==> config.mk <==
export PLATFORM = sky130hd
export DESIGN_NAME = link_session_supervisor_backoff
export DESIGN_NICKNAME = d
export VERILOG_FILES = /design/src/hdl/lss_pkg.sv /design/src/hdl/lss_cfg.sv /design/src/hdl/lss_core.sv /design/src/hdl/link_session_supervisor_backoff.sv
export VERILOG_INCLUDE_DIRS = /design/src /design/src/hdl
export SDC_FILE = /design/constraint.sdc
export NUM_CORES = 1
export LEC_CHECK = 0
export BUFFER_PORTS_ARGS = -buffer_cell sky130_fd_sc_hd__buf_2
export CAP_MARGIN = 5
export CORE_ASPECT_RATIO = 1.1
export CORE_MARGIN = 2
export CORE_UTILIZATION = 50
export CTS_CLUSTER_DIAMETER = 150
export CTS_CLUSTER_SIZE = 16
export DETAILED_ROUTE_END_ITERATION = 16
export GPL_TIMING_DRIVEN = 0
export HOLD_SLACK_MARGIN = 0.12
export PLACE_DENSITY_LB_ADDON = 0.2
export SYNTH_ARGS = -nofsm -noshare
export SYNTH_HDL_FRONTEND = slang
export SYNTH_SLANG_ARGS = --single-unit
export TNS_END_PERCENT = 30
==> constraint.sdc <==
create_clock -name clk -period 5.7 [get_ports clk]
set_input_delay 0 -clock clk [delete_from_list [all_inputs] [get_ports clk]]
set_output_delay 0 -clock clk [all_outputs]
set_load 0.005 [all_outputs]
==> src/hdl/link_session_supervisor_backoff_assert.svh <==
// Assertion macros used by the supervisor core module.
`ifndef LINK_SESSION_SUPERVISOR_BACKOFF_ASSERT_SVH
`define LINK_SESSION_SUPERVISOR_BACKOFF_ASSERT_SVH

// Same-cycle implication, disabled while reset is asserted.
`define LSS_ASSERT_IMPLY(label, clk, rst_n, ante, cons) \
	label: assert property (@(posedge clk) disable iff (!rst_n) (ante) |-> (cons)) \
		else $error("supervisor check failed");

// Next-cycle implication, disabled while reset is asserted.
`define LSS_ASSERT_NEXT(label, clk, rst_n, ante, cons) \
	label: assert property (@(posedge clk) disable iff (!rst_n) (ante) |=> (cons)) \
		else $error("supervisor sequencing check failed");

`endif

==> src/hdl/lss_pkg.sv <==
package lss_pkg;

	localparam int unsigned TimeW = 32;

	typedef enum logic [2:0] {
		MODE_BOOT               = 3'd0,
		MODE_LINK_CONNECTING    = 3'd1,
		MODE_LINK_UP            = 3'd2,
		MODE_SESSION_CONNECTING = 3'd3,
		MODE_CONNECTED          = 3'd4,
		MODE_LINK_LOST          = 3'd5,
		MODE_SESSION_LOST       = 3'd6
	} mode_t;

	typedef enum logic [1:0] {
		CFG_LINK_TIMEOUT     = 2'd0,
		CFG_BACKOFF_BASE     = 2'd1,
		CFG_BACKOFF_MAX      = 2'd2,
		CFG_SERVICE_INTERVAL = 2'd3
	} cfg_idx_t;

	localparam logic [TimeW-1:0] LinkTimeoutRst     = 32'd10000;
	localparam logic [TimeW-1:0] BackoffBaseRst     = 32'd2000;
	localparam logic [TimeW-1:0] BackoffMaxRst      = 32'd60000;
	localparam logic [TimeW-1:0] ServiceIntervalRst = 32'd10;

	typedef struct packed {
		logic [TimeW-1:0] link_timeout_ms;
		logic [TimeW-1:0] backoff_base_ms;
		logic [TimeW-1:0] backoff_max_ms;
		logic [TimeW-1:0] service_interval_ms;
	} cfg_t;

	typedef struct packed {
		mode_t mode;
		logic  start_link;
		logic  drop_link;
		logic  attempt_connect;
		logic  close_session;
		logic  service_session;
		logic  announce;
		logic  connected;
	} res_t;

endpackage

==> src/hdl/lss_cfg.sv <==
module lss_cfg (
	input  logic               clk,
	input  logic               arst_n,
	input  logic               wr_en,
	input  lss_pkg::cfg_idx_t  wr_index,
	input  logic [31:0]        wr_data,
	output lss_pkg::cfg_t      cfg
);

	lss_pkg::cfg_t cfg_q;

	always_ff @(posedge clk or negedge arst_n) begin
		if (!arst_n) begin
			cfg_q.link_timeout_ms     <= lss_pkg::LinkTimeoutRst;
			cfg_q.backoff_base_ms     <= lss_pkg::BackoffBaseRst;
			cfg_q.backoff_max_ms      <= lss_pkg::BackoffMaxRst;
			cfg_q.service_interval_ms <= lss_pkg::ServiceIntervalRst;
		end else if (wr_en) begin
			case (wr_index)
				lss_pkg::CFG_LINK_TIMEOUT:     cfg_q.link_timeout_ms     <= wr_data;
				lss_pkg::CFG_BACKOFF_BASE:     cfg_q.backoff_base_ms     <= wr_data;
				lss_pkg::CFG_BACKOFF_MAX:      cfg_q.backoff_max_ms      <= wr_data;
				lss_pkg::CFG_SERVICE_INTERVAL: cfg_q.service_interval_ms <= wr_data;
				default: ;
			endcase
		end
	end

	assign cfg = cfg_q;

endmodule

==> src/hdl/lss_core.sv <==
module lss_core (
	input  logic          clk,
	input  logic          arst_n,
	input  logic          fire,
	input  logic [31:0]   now_ms,
	input  logic          link_up,
	input  logic          session_up,
	input  lss_pkg::cfg_t cfg,
	output lss_pkg::res_t res
);

	`include "link_session_supervisor_backoff_assert.svh"

	lss_pkg::mode_t mode_q, mode_d;
	logic [31:0] link_start_q, link_start_d;
	logic [31:0] attempt_time_q, attempt_time_d;
	logic [31:0] service_time_q, service_time_d;
	logic [31:0] backoff_q, backoff_d;

	logic [31:0] link_elapsed, attempt_elapsed, service_elapsed;
	logic        link_timed_out, retry_due, service_due;
	logic [32:0] backoff_dbl;
	logic [31:0] backoff_next;

	// Elapsed times wrap modulo 2^32.
	assign link_elapsed    = now_ms - link_start_q;
	assign attempt_elapsed = now_ms - attempt_time_q;
	assign service_elapsed = now_ms - service_time_q;
	assign link_timed_out  = link_elapsed > cfg.link_timeout_ms;
	assign retry_due       = attempt_elapsed >= backoff_q;
	assign service_due     = service_elapsed >= cfg.service_interval_ms;

	// Doubling is done one bit wider, so it saturates at the cap.
	assign backoff_dbl  = {backoff_q, 1'b0};
	assign backoff_next = (backoff_dbl > {1'b0, cfg.backoff_max_ms}) ?
		cfg.backoff_max_ms : backoff_dbl[31:0];

	always_comb begin
		mode_d         = mode_q;
		link_start_d   = link_start_q;
		attempt_time_d = attempt_time_q;
		service_time_d = service_time_q;
		backoff_d      = backoff_q;
		case (mode_q)
			lss_pkg::MODE_LINK_CONNECTING: begin
				if (link_up) begin
					mode_d = lss_pkg::MODE_LINK_UP;
				end else if (link_timed_out) begin
					link_start_d = now_ms;
				end
			end
			lss_pkg::MODE_LINK_UP, lss_pkg::MODE_SESSION_LOST: begin
				backoff_d      = cfg.backoff_base_ms;
				mode_d         = lss_pkg::MODE_SESSION_CONNECTING;
				attempt_time_d = now_ms;
			end
			lss_pkg::MODE_SESSION_CONNECTING: begin
				if (session_up) begin
					backoff_d = cfg.backoff_base_ms;
					mode_d    = lss_pkg::MODE_CONNECTED;
				end else if (retry_due) begin
					backoff_d = backoff_next;
					if (!link_up) begin
						mode_d = lss_pkg::MODE_LINK_LOST;
					end else begin
						attempt_time_d = now_ms;
					end
				end
			end
			lss_pkg::MODE_CONNECTED: begin
				if (!link_up) begin
					mode_d = lss_pkg::MODE_LINK_LOST;
				end else if (!session_up) begin
					mode_d = lss_pkg::MODE_SESSION_LOST;
				end else if (service_due) begin
					service_time_d = now_ms;
				end
			end
			default: begin
				link_start_d = now_ms;
				mode_d       = lss_pkg::MODE_LINK_CONNECTING;
			end
		endcase
	end

	always_comb begin
		res                 = '0;
		res.mode            = mode_d;
		res.connected       = (mode_d == lss_pkg::MODE_CONNECTED);
		case (mode_q)
			lss_pkg::MODE_LINK_CONNECTING: begin
				res.start_link = !link_up && link_timed_out;
				res.drop_link  = !link_up && link_timed_out;
			end
			lss_pkg::MODE_LINK_UP, lss_pkg::MODE_SESSION_LOST: begin
				res.attempt_connect = 1'b1;
			end
			lss_pkg::MODE_SESSION_CONNECTING: begin
				res.announce        = session_up;
				res.attempt_connect = !session_up && retry_due && link_up;
			end
			lss_pkg::MODE_CONNECTED: begin
				res.close_session   = !link_up;
				res.service_session = link_up && session_up && service_due;
			end
			default: begin
				res.start_link = 1'b1;
			end
		endcase
	end

	always_ff @(posedge clk or negedge arst_n) begin
		if (!arst_n) begin
			mode_q         <= lss_pkg::MODE_BOOT;
			link_start_q   <= '0;
			attempt_time_q <= '0;
			service_time_q <= '0;
			backoff_q      <= lss_pkg::BackoffBaseRst;
		end else if (fire) begin
			mode_q         <= mode_d;
			link_start_q   <= link_start_d;
			attempt_time_q <= attempt_time_d;
			service_time_q <= service_time_d;
			backoff_q      <= backoff_d;
		end
	end

	`LSS_ASSERT_IMPLY(a_drop_restarts, clk, arst_n, res.drop_link, res.start_link)
	`LSS_ASSERT_IMPLY(a_session_cmds_excl, clk, arst_n, 1'b1,
		$onehot0({res.attempt_connect, res.close_session, res.service_session, res.announce}))
	`LSS_ASSERT_NEXT(a_boot_leaves, clk, arst_n, fire && (mode_q == lss_pkg::MODE_BOOT),
		mode_q == lss_pkg::MODE_LINK_CONNECTING)
	`LSS_ASSERT_NEXT(a_backoff_hold, clk, arst_n, !fire, $stable(backoff_q))

endmodule

==> src/hdl/link_session_supervisor_backoff.sv <==
// Link and session supervisor with capped exponential backoff. Each input beat is one tick
// carrying a millisecond timestamp and the link and session status; each tick yields exactly
// one output beat with the mode after the tick, the command pulses and the connected flag.
// A tick is taken into an input register, evaluated combinationally against the supervisor
// state, and its result is held in an output register, so one tick per cycle is sustained
// while the consumer keeps out_ready high. The result beat becomes valid once its tick has
// moved from the input register into the output register. The supervisor state is updated
// in the cycle the tick moves into the output register, so back-to-back ticks always see the
// state left by the previous one. Configuration writes are accepted in every cycle and take
// effect on the next evaluated tick; a new backoff base reaches the running interval only when
// the mode machine reloads it. Elapsed times are computed modulo 2^32.
module link_session_supervisor_backoff (
	input  logic        clk,
	input  logic        arst_n,
	input  logic        in_valid,
	output logic        in_ready,
	input  logic [31:0] now_ms,
	input  logic        link_up,
	input  logic        session_up,
	output logic        out_valid,
	input  logic        out_ready,
	output logic [2:0]  mode,
	output logic        start_link,
	output logic        drop_link,
	output logic        attempt_connect,
	output logic        close_session,
	output logic        service_session,
	output logic        announce,
	output logic        connected,
	input  logic        cfg_valid,
	output logic        cfg_ready,
	input  logic [1:0]  cfg_index,
	input  logic [31:0] cfg_data
);

	logic          valid_s1;
	logic [31:0]   now_s1;
	logic          link_s1;
	logic          sess_s1;
	logic          out_valid_q;
	lss_pkg::res_t out_q;
	lss_pkg::res_t res;
	lss_pkg::cfg_t cfg;
	logic          advance;
	logic          fire;

	// The output register can take a new result when it is empty or being drained.
	assign advance  = !out_valid_q || out_ready;
	assign fire     = valid_s1 && advance;
	assign in_ready = !valid_s1 || advance;

	// The register file never stalls a write.
	assign cfg_ready = 1'b1;

	lss_cfg u_cfg (
		.clk      (clk),
		.arst_n   (arst_n),
		.wr_en    (cfg_valid),
		.wr_index (lss_pkg::cfg_idx_t'(cfg_index)),
		.wr_data  (cfg_data),
		.cfg      (cfg)
	);

	lss_core u_core (
		.clk        (clk),
		.arst_n     (arst_n),
		.fire       (fire),
		.now_ms     (now_s1),
		.link_up    (link_s1),
		.session_up (sess_s1),
		.cfg        (cfg),
		.res        (res)
	);

	// Input register: holds one tick until the core evaluates it.
	always_ff @(posedge clk or negedge arst_n) begin
		if (!arst_n) begin
			valid_s1 <= 1'b0;
		end else if (in_ready) begin
			valid_s1 <= in_valid;
		end
	end

	always_ff @(posedge clk) begin
		if (in_valid && in_ready) begin
			now_s1  <= now_ms;
			link_s1 <= link_up;
			sess_s1 <= session_up;
		end
	end

	// Output register: holds one result until the consumer takes it.
	always_ff @(posedge clk or negedge arst_n) begin
		if (!arst_n) begin
			out_valid_q <= 1'b0;
		end else if (advance) begin
			out_valid_q <= valid_s1;
		end
	end

	always_ff @(posedge clk) begin
		if (fire) begin
			out_q <= res;
		end
	end

	assign out_valid       = out_valid_q;
	assign mode            = out_q.mode;
	assign start_link      = out_q.start_link;
	assign drop_link       = out_q.drop_link;
	assign attempt_connect = out_q.attempt_connect;
	assign close_session   = out_q.close_session;
	assign service_session = out_q.service_session;
	assign announce        = out_q.announce;
	assign connected       = out_q.connected;

endmodule
# Word-level counts from Yosys, hierarchy flattened
# Cells that the tools add are included.
[totals]
register_bits = 305
[op_classes]
addsub = 3
magnitude_cmp = 4
n_eq_ne = 15
muxes = 20
bitwise_logic = 1
reduce_logical = 25
[ops]
columns = ["op", "n"]
rows = [
  ["$mux W32", 8],
  ["$pmux W32 S2", 3],
  ["$sub A32 B32 Y32", 3],
  ["$ge A32 B32 Y1", 2],
  ["$gt A33 B32 Y1", 1],
  ["$gt A32 B32 Y1", 1],
  ["$mux W3", 6],
  ["$pmux W3 S4", 1],
  ["$reduce_and A5 Y1", 2],
  ["$eq A3 B3 Y1 const B", 3],
  ["$reduce_and A2 Y1", 4],
  ["$logic_and A1 B1 Y1", 7],
  ["$eq A3 B2 Y1 const B", 2],
  ["$ne A2 B2 Y1 const B", 3],
  ["$eq A2 B2 Y1 const B", 2],
  ["$logic_not A1 Y1", 4],
  ["$ne A2 B1 Y1 const B", 2],
  ["$pmux W1 S2", 2],
  ["$reduce_and A4 Y1", 1],
  ["$reduce_or A4 Y1", 1],
  ["$eq A3 B1 Y1 const B", 1],
  ["$ne A3 B2 Y1 const B", 1],
  ["$reduce_and A3 Y1", 1],
  ["$eq A2 B1 Y1 const B", 1],
  ["other kinds (5)", 6],
]

# Depth between registers and ports, before layout
[depth]
ltp_word = 6
depth_mapped = 24
depth_no_buf = 23

# Cells and area by module
# From an unflattened synthesis, not the netlist that was laid out.
[hier_totals]
hier_cells = 1873
area_unflattened_um2 = 19454.9
[by_module_without_submodules]
columns = ["mod", "instances", "cells_per_inst", "area_per_inst_um2"]
rows = [
  ["lss_core", 1, 1547, 13249.0],
  ["lss_cfg", 1, 272, 4769.6],
  ["link_session_supervisor_backoff", 1, 54, 1436.4],
]

# Worst setup path after synthesis
# No wires, ideal clock.
[synth_timing]
path_kind = "register to register"
from = "register now_s1[0]"
to = "register u_core.link_start_q[10]"
arrival_ps = 5035
required_ps = 5574
slack_ps = 539
path_stages_with_launch = 22
cell_sequence = "edfxtp_1 > inv_1 > ha_1 > inv_1 > fa_1 > a211oi_2 > nor2_1 > o41ai_4 > o221ai_2 > a221o_2 > a221o_1 > a221oi_4 > nor3_1 > a311o_1 > ha_1 > nand4_1 > nor2_1 > nand2_1 > o311ai_0 > a31oi_1 > clkbuf_1 > a221o_1"
[synth_via]
elab_chain_len = 4
[synth_rtl]
columns = ["element", "line", "source"]
rows = [
  ["start, declared", "link_session_supervisor_backoff.sv:37", "logic [31:0] now_s1;"],
  ["start signal, assigned", "link_session_supervisor_backoff.sv:86", "now_s1 <= now_ms;"],
  ["$sub A32 B32 Y32", "lss_core.sv:26", "assign link_elapsed = now_ms - link_start_q;"],
  ["$gt A32 B32 Y1", "lss_core.sv:29", "assign link_timed_out = link_elapsed > cfg.link_timeout_ms;"],
  ["$ne A2 B1 Y1 (no line)", "-", ""],
  ["$reduce_and A4 Y1 (no line)", "-", ""],
  ["end signal, assigned", "lss_core.sv:121", "link_start_q <= link_start_d;"],
  ["end, declared", "lss_core.sv:15", "logic [31:0] link_start_q, link_start_d;"],
]
# Every way passes these cells.
# A chain may end at the register's enable or synchronous reset.

# Worst setup path after layout
[layout_timing]
from = "register now_s1[0]"
to = "register u_core.link_start_q[12]"
# The elaborated chain is that of the path after synthesis.

==> flow_summary_export.csv <==
group,metric,value,unit
setup_path,crit_arrival,5970,ps
cts,root_buffer,"clkbuf_16",
synthesis,synth-seq-area-share,0.395,
drt,detail_route.wl_per_cell,18.7,µm
setup_path,slowest_delay,450,ps
floorplanning,core_region_area,39300,µm²
drt,first_iter_violations,1072,
cells_and_area,stdcell_count,2763,
drt,drc_errors,5,
placed_design,portBuffers,84,
synthesis,synth.avg_cell_area,9.78,µm²
power,swShare,0.431,
cells_and_area,fill_cells,3413,
floorplanning,die_y,214,µm
global_route,grt_max_degree,119,
cells_and_area,antenna_cells,0,
timing,holdWs,154,ps
timing,clock_skew,40.5,ps
setup_path,endpoint_kind,"flop",
synthesis,synthCells,2040,
global_route,grt_pass1_vias,15600,
cells_and_area,syn_to_final_growth,14.9,%
setup_path,startpoint_type,"flop",
drt,routed_wl,51700,µm
cts,cts_tree,"built",
synthesis,syn_nets,2336,
synthesis,ys_types,80,
synthesis,synth-seq-cells,305,
cells_and_area,nNetsFinal,2542,
global_route,grt_pass1_wl,82200,µm
floorplanning,die_w,194,µm
synthesis,netlist_area,20000,µm²
cts,htree_levels,1,
setup_path,cp_cell_sequence,"inv_2, ha_4, inv_2, fa_2, a211oi_2, nor2_2, o41ai_4, o221ai_2, a221o_2, a221o_1, a221oi_4, nor3_2, a311o_1, ha_1, nand4_1, nor2_2, nand2_4, nor3_4, o21ai_2, o311ai_4, a31oi_4, clkbuf_8, a221o_1",
synthesis,synth_top_cell_by_area,"dfrtp_1",
status,status,"finished with violations",
floorplanning,die-area,41500,µm²
drt,drtAntennaViolNets,0,
power,peakVddDrop,0.296,mV
timing,finalSetupViolCount,0,
cts,clkTransAtPathRegs,70,ps
timing,min_period,5560,ps
drt,dr.pass1.iters,11,
placed_design,placed_cells,2633,
timing,slew_headroom,0.221,
power,power.leakage,10.8,nW
cells_and_area,layout-drive-gt1-share,0.154,
cts,clkSinkCount,305,
setup_path,cp_max_fo,10,
power,p_clk_frac,0.128,
synthesis,synth-async-reset-ratio,0.856,
power,p_comb_frac,0.590,
timing,slew_violations,0,
global_route,grt_usage,0.249,
floorplanning,row_count,76,
setup_path,crit_family,"compound AO/OA/AOI/OAI gates",
timing,tightest_slew,1170,ps
global_route,grt_overflow,0,
flow_run,maxCapViolCount,0,
drt,viasPerCell,5.77,
placed_design,dp.final_hpwl,39100,µm
synthesis,synth-edff-count,44,
status,violations,"design-rule violations",
setup_path,crit_type,"reg2reg",
cts,numCtsBuffers,23,
synthesis,synth_top_cell_area_share,0.295,
cells_and_area,most-common-layout-cells,"inv_1 (244), dfrtp_1 (235), ha_1 (219)",
synthesis,synthFlopType,"dfrtp_1",
cts,clock_path_buffers,3,
placed_design,place.gp.congestion,0.861,
setup_path,regToRegSetupSlack,140,ps
cts,clock_latency,550,ps
timing,fmax,180,MHz
power,p_per_area,519,nW/µm²
power,p_seq_frac,0.282,
cells_and_area,final_common_cell,"inv_1",
setup_path,required,6110,ps
power,p_int,6.77,mW
power,switching_power,5.13,mW
synthesis,synth_warnings,0,
timing,rsz0062_at_grt,"true",
synthesis,yosys-top-cells-area,"dfrtp_1 (29%), ha_1 (14%), mux2_2 (7.4%)",
setup_path,critPathBufInv,3,
floorplanning,start_util,0.508,
drt,vias,15900,
setup_path,cp_slowest_cell,"edfxtp_1",
timing,hold_violations,0,
global_route,antenna_found_initial,0,
timing,period_share,0.975,
min_path,hp-class,"in2reg",
floorplanning,ios,86,
[Yosys cell counts (all sizes together), types with 4 or more instances]
cell type	count
nand4	25
a31oi	9
ha	220
clkbuf	58
and3	9
a211oi	18
xor2	26
a21oi	132
nor3	20
and4	4
a221o	34
a211o	6
nor2	116
xnor2	54
a221oi	5
a22oi	32
a21o	65
nand2	104
a2111oi	5
buf	13
o22ai	34
o211ai	12
edfxtp	44
mux2	131
nand2b	13
inv	246
o21ai	123
or3	5
a21boi	5
nor2b	18
dfrtp	235
mux2i	31
nand3b	6
nor4	5
nand3	57
dfstp	26
o31ai	8
o21a	24
o21bai	12
[power groups by stage]
stage | clock network, mW | logic (mW) | registers (mW)
finish | 1.52 | 7.03 | 3.35
global route | 1.65 | 7.88 | 3.43
CTS | 1.57 | 6.86 | 3.35
detailed placement | 0 | 6.60 | 3.39
global placement | 0 | 6.35 | 3.36
floorplan | 0 | 5.05 | 3.22
[kinds of logic after synthesis]
logic type | share of synthesized area
flops | 0.395
simple gates | 0.0934
buf+inv | 0.0602
mux | 0.0895
other cells | 0.000188
xor+xnor | 0.0351
compound gates | 0.185
fa+ha+maj | 0.141
[per-stage QoR]
step | util | setup WS [ps] | power (mW) | setup TNS, ps | cell area (µm²)
5_1_grt | 0.584 | -28.7 | 13.0 | -178 | 22900
3_5_place_dp | 0.537 | -973 | 9.99 | -83530 | 21100
2_1_floorplan | - | 539 | 8.27 | 0 | 20000
3_3_place_gp | 0.535 | -944 | 9.71 | -109860 | 21000
6_report | 0.584 | 141 | 11.9 | 0 | 22900
4_1_cts | 0.580 | 1.13 | 11.8 | 0 | 22800
[flip-flops by register name (all words and copies together) (netlist names), 3 cells and up]
register	flops
u_cfg.cfg	128
now_s1	32
u_core.attempt_time_q	32
u_core.backoff_q	32
u_core.link_start_q	32
u_core.service_time_q	32
mode	3
u_core.mode_q	3
[path summary, 6_finish.rpt]
check	startpoint	endpoint	cells past startpoint
max	now_s1[0]	u_core.link_start_q[12]	23
min	now_ms[20]	now_s1[20]	2
max reg2reg	now_s1[0]	u_core.link_start_q[12]	23
min reg2reg	valid_s1	out_valid	1
max in group asynchronous	arst_n	u_core.backoff_q[27]	5
min in group asynchronous	arst_n	u_core.link_start_q[11]	4
[area by class of cell]
type                            count  area, µm²  area share
Buffer                             71        347      0.0151
Clock buffer                       34        617      0.0269
Clock inverter                      1       16.3    0.000709
Inverter                          246        923      0.0403
Multi-Input combinational cell   1418      11100       0.483
Sequential cell                   305       7890       0.344
Tap cell                          507        634      0.0277
Timing Repair Buffer              181       1430      0.0625
[routing by layer]
layer  global-route usage  share of wire
met5                    0              0
met4               0.0642          0.023
met3               0.0193          0.045
met2                0.424           0.47
met1                0.346           0.46
[timing repair]
item                                    4_1_cts  5_1_grt
pin swaps                                    13        6
endpoints found under the setup margin      130      130
resized for setup                            48       29
buffers inserted                             12        5
gates cloned                                  0        0
hold buffers                                 78        0
endpoints found under the hold margin       298        0
Power figures use the tool's default switching activity.
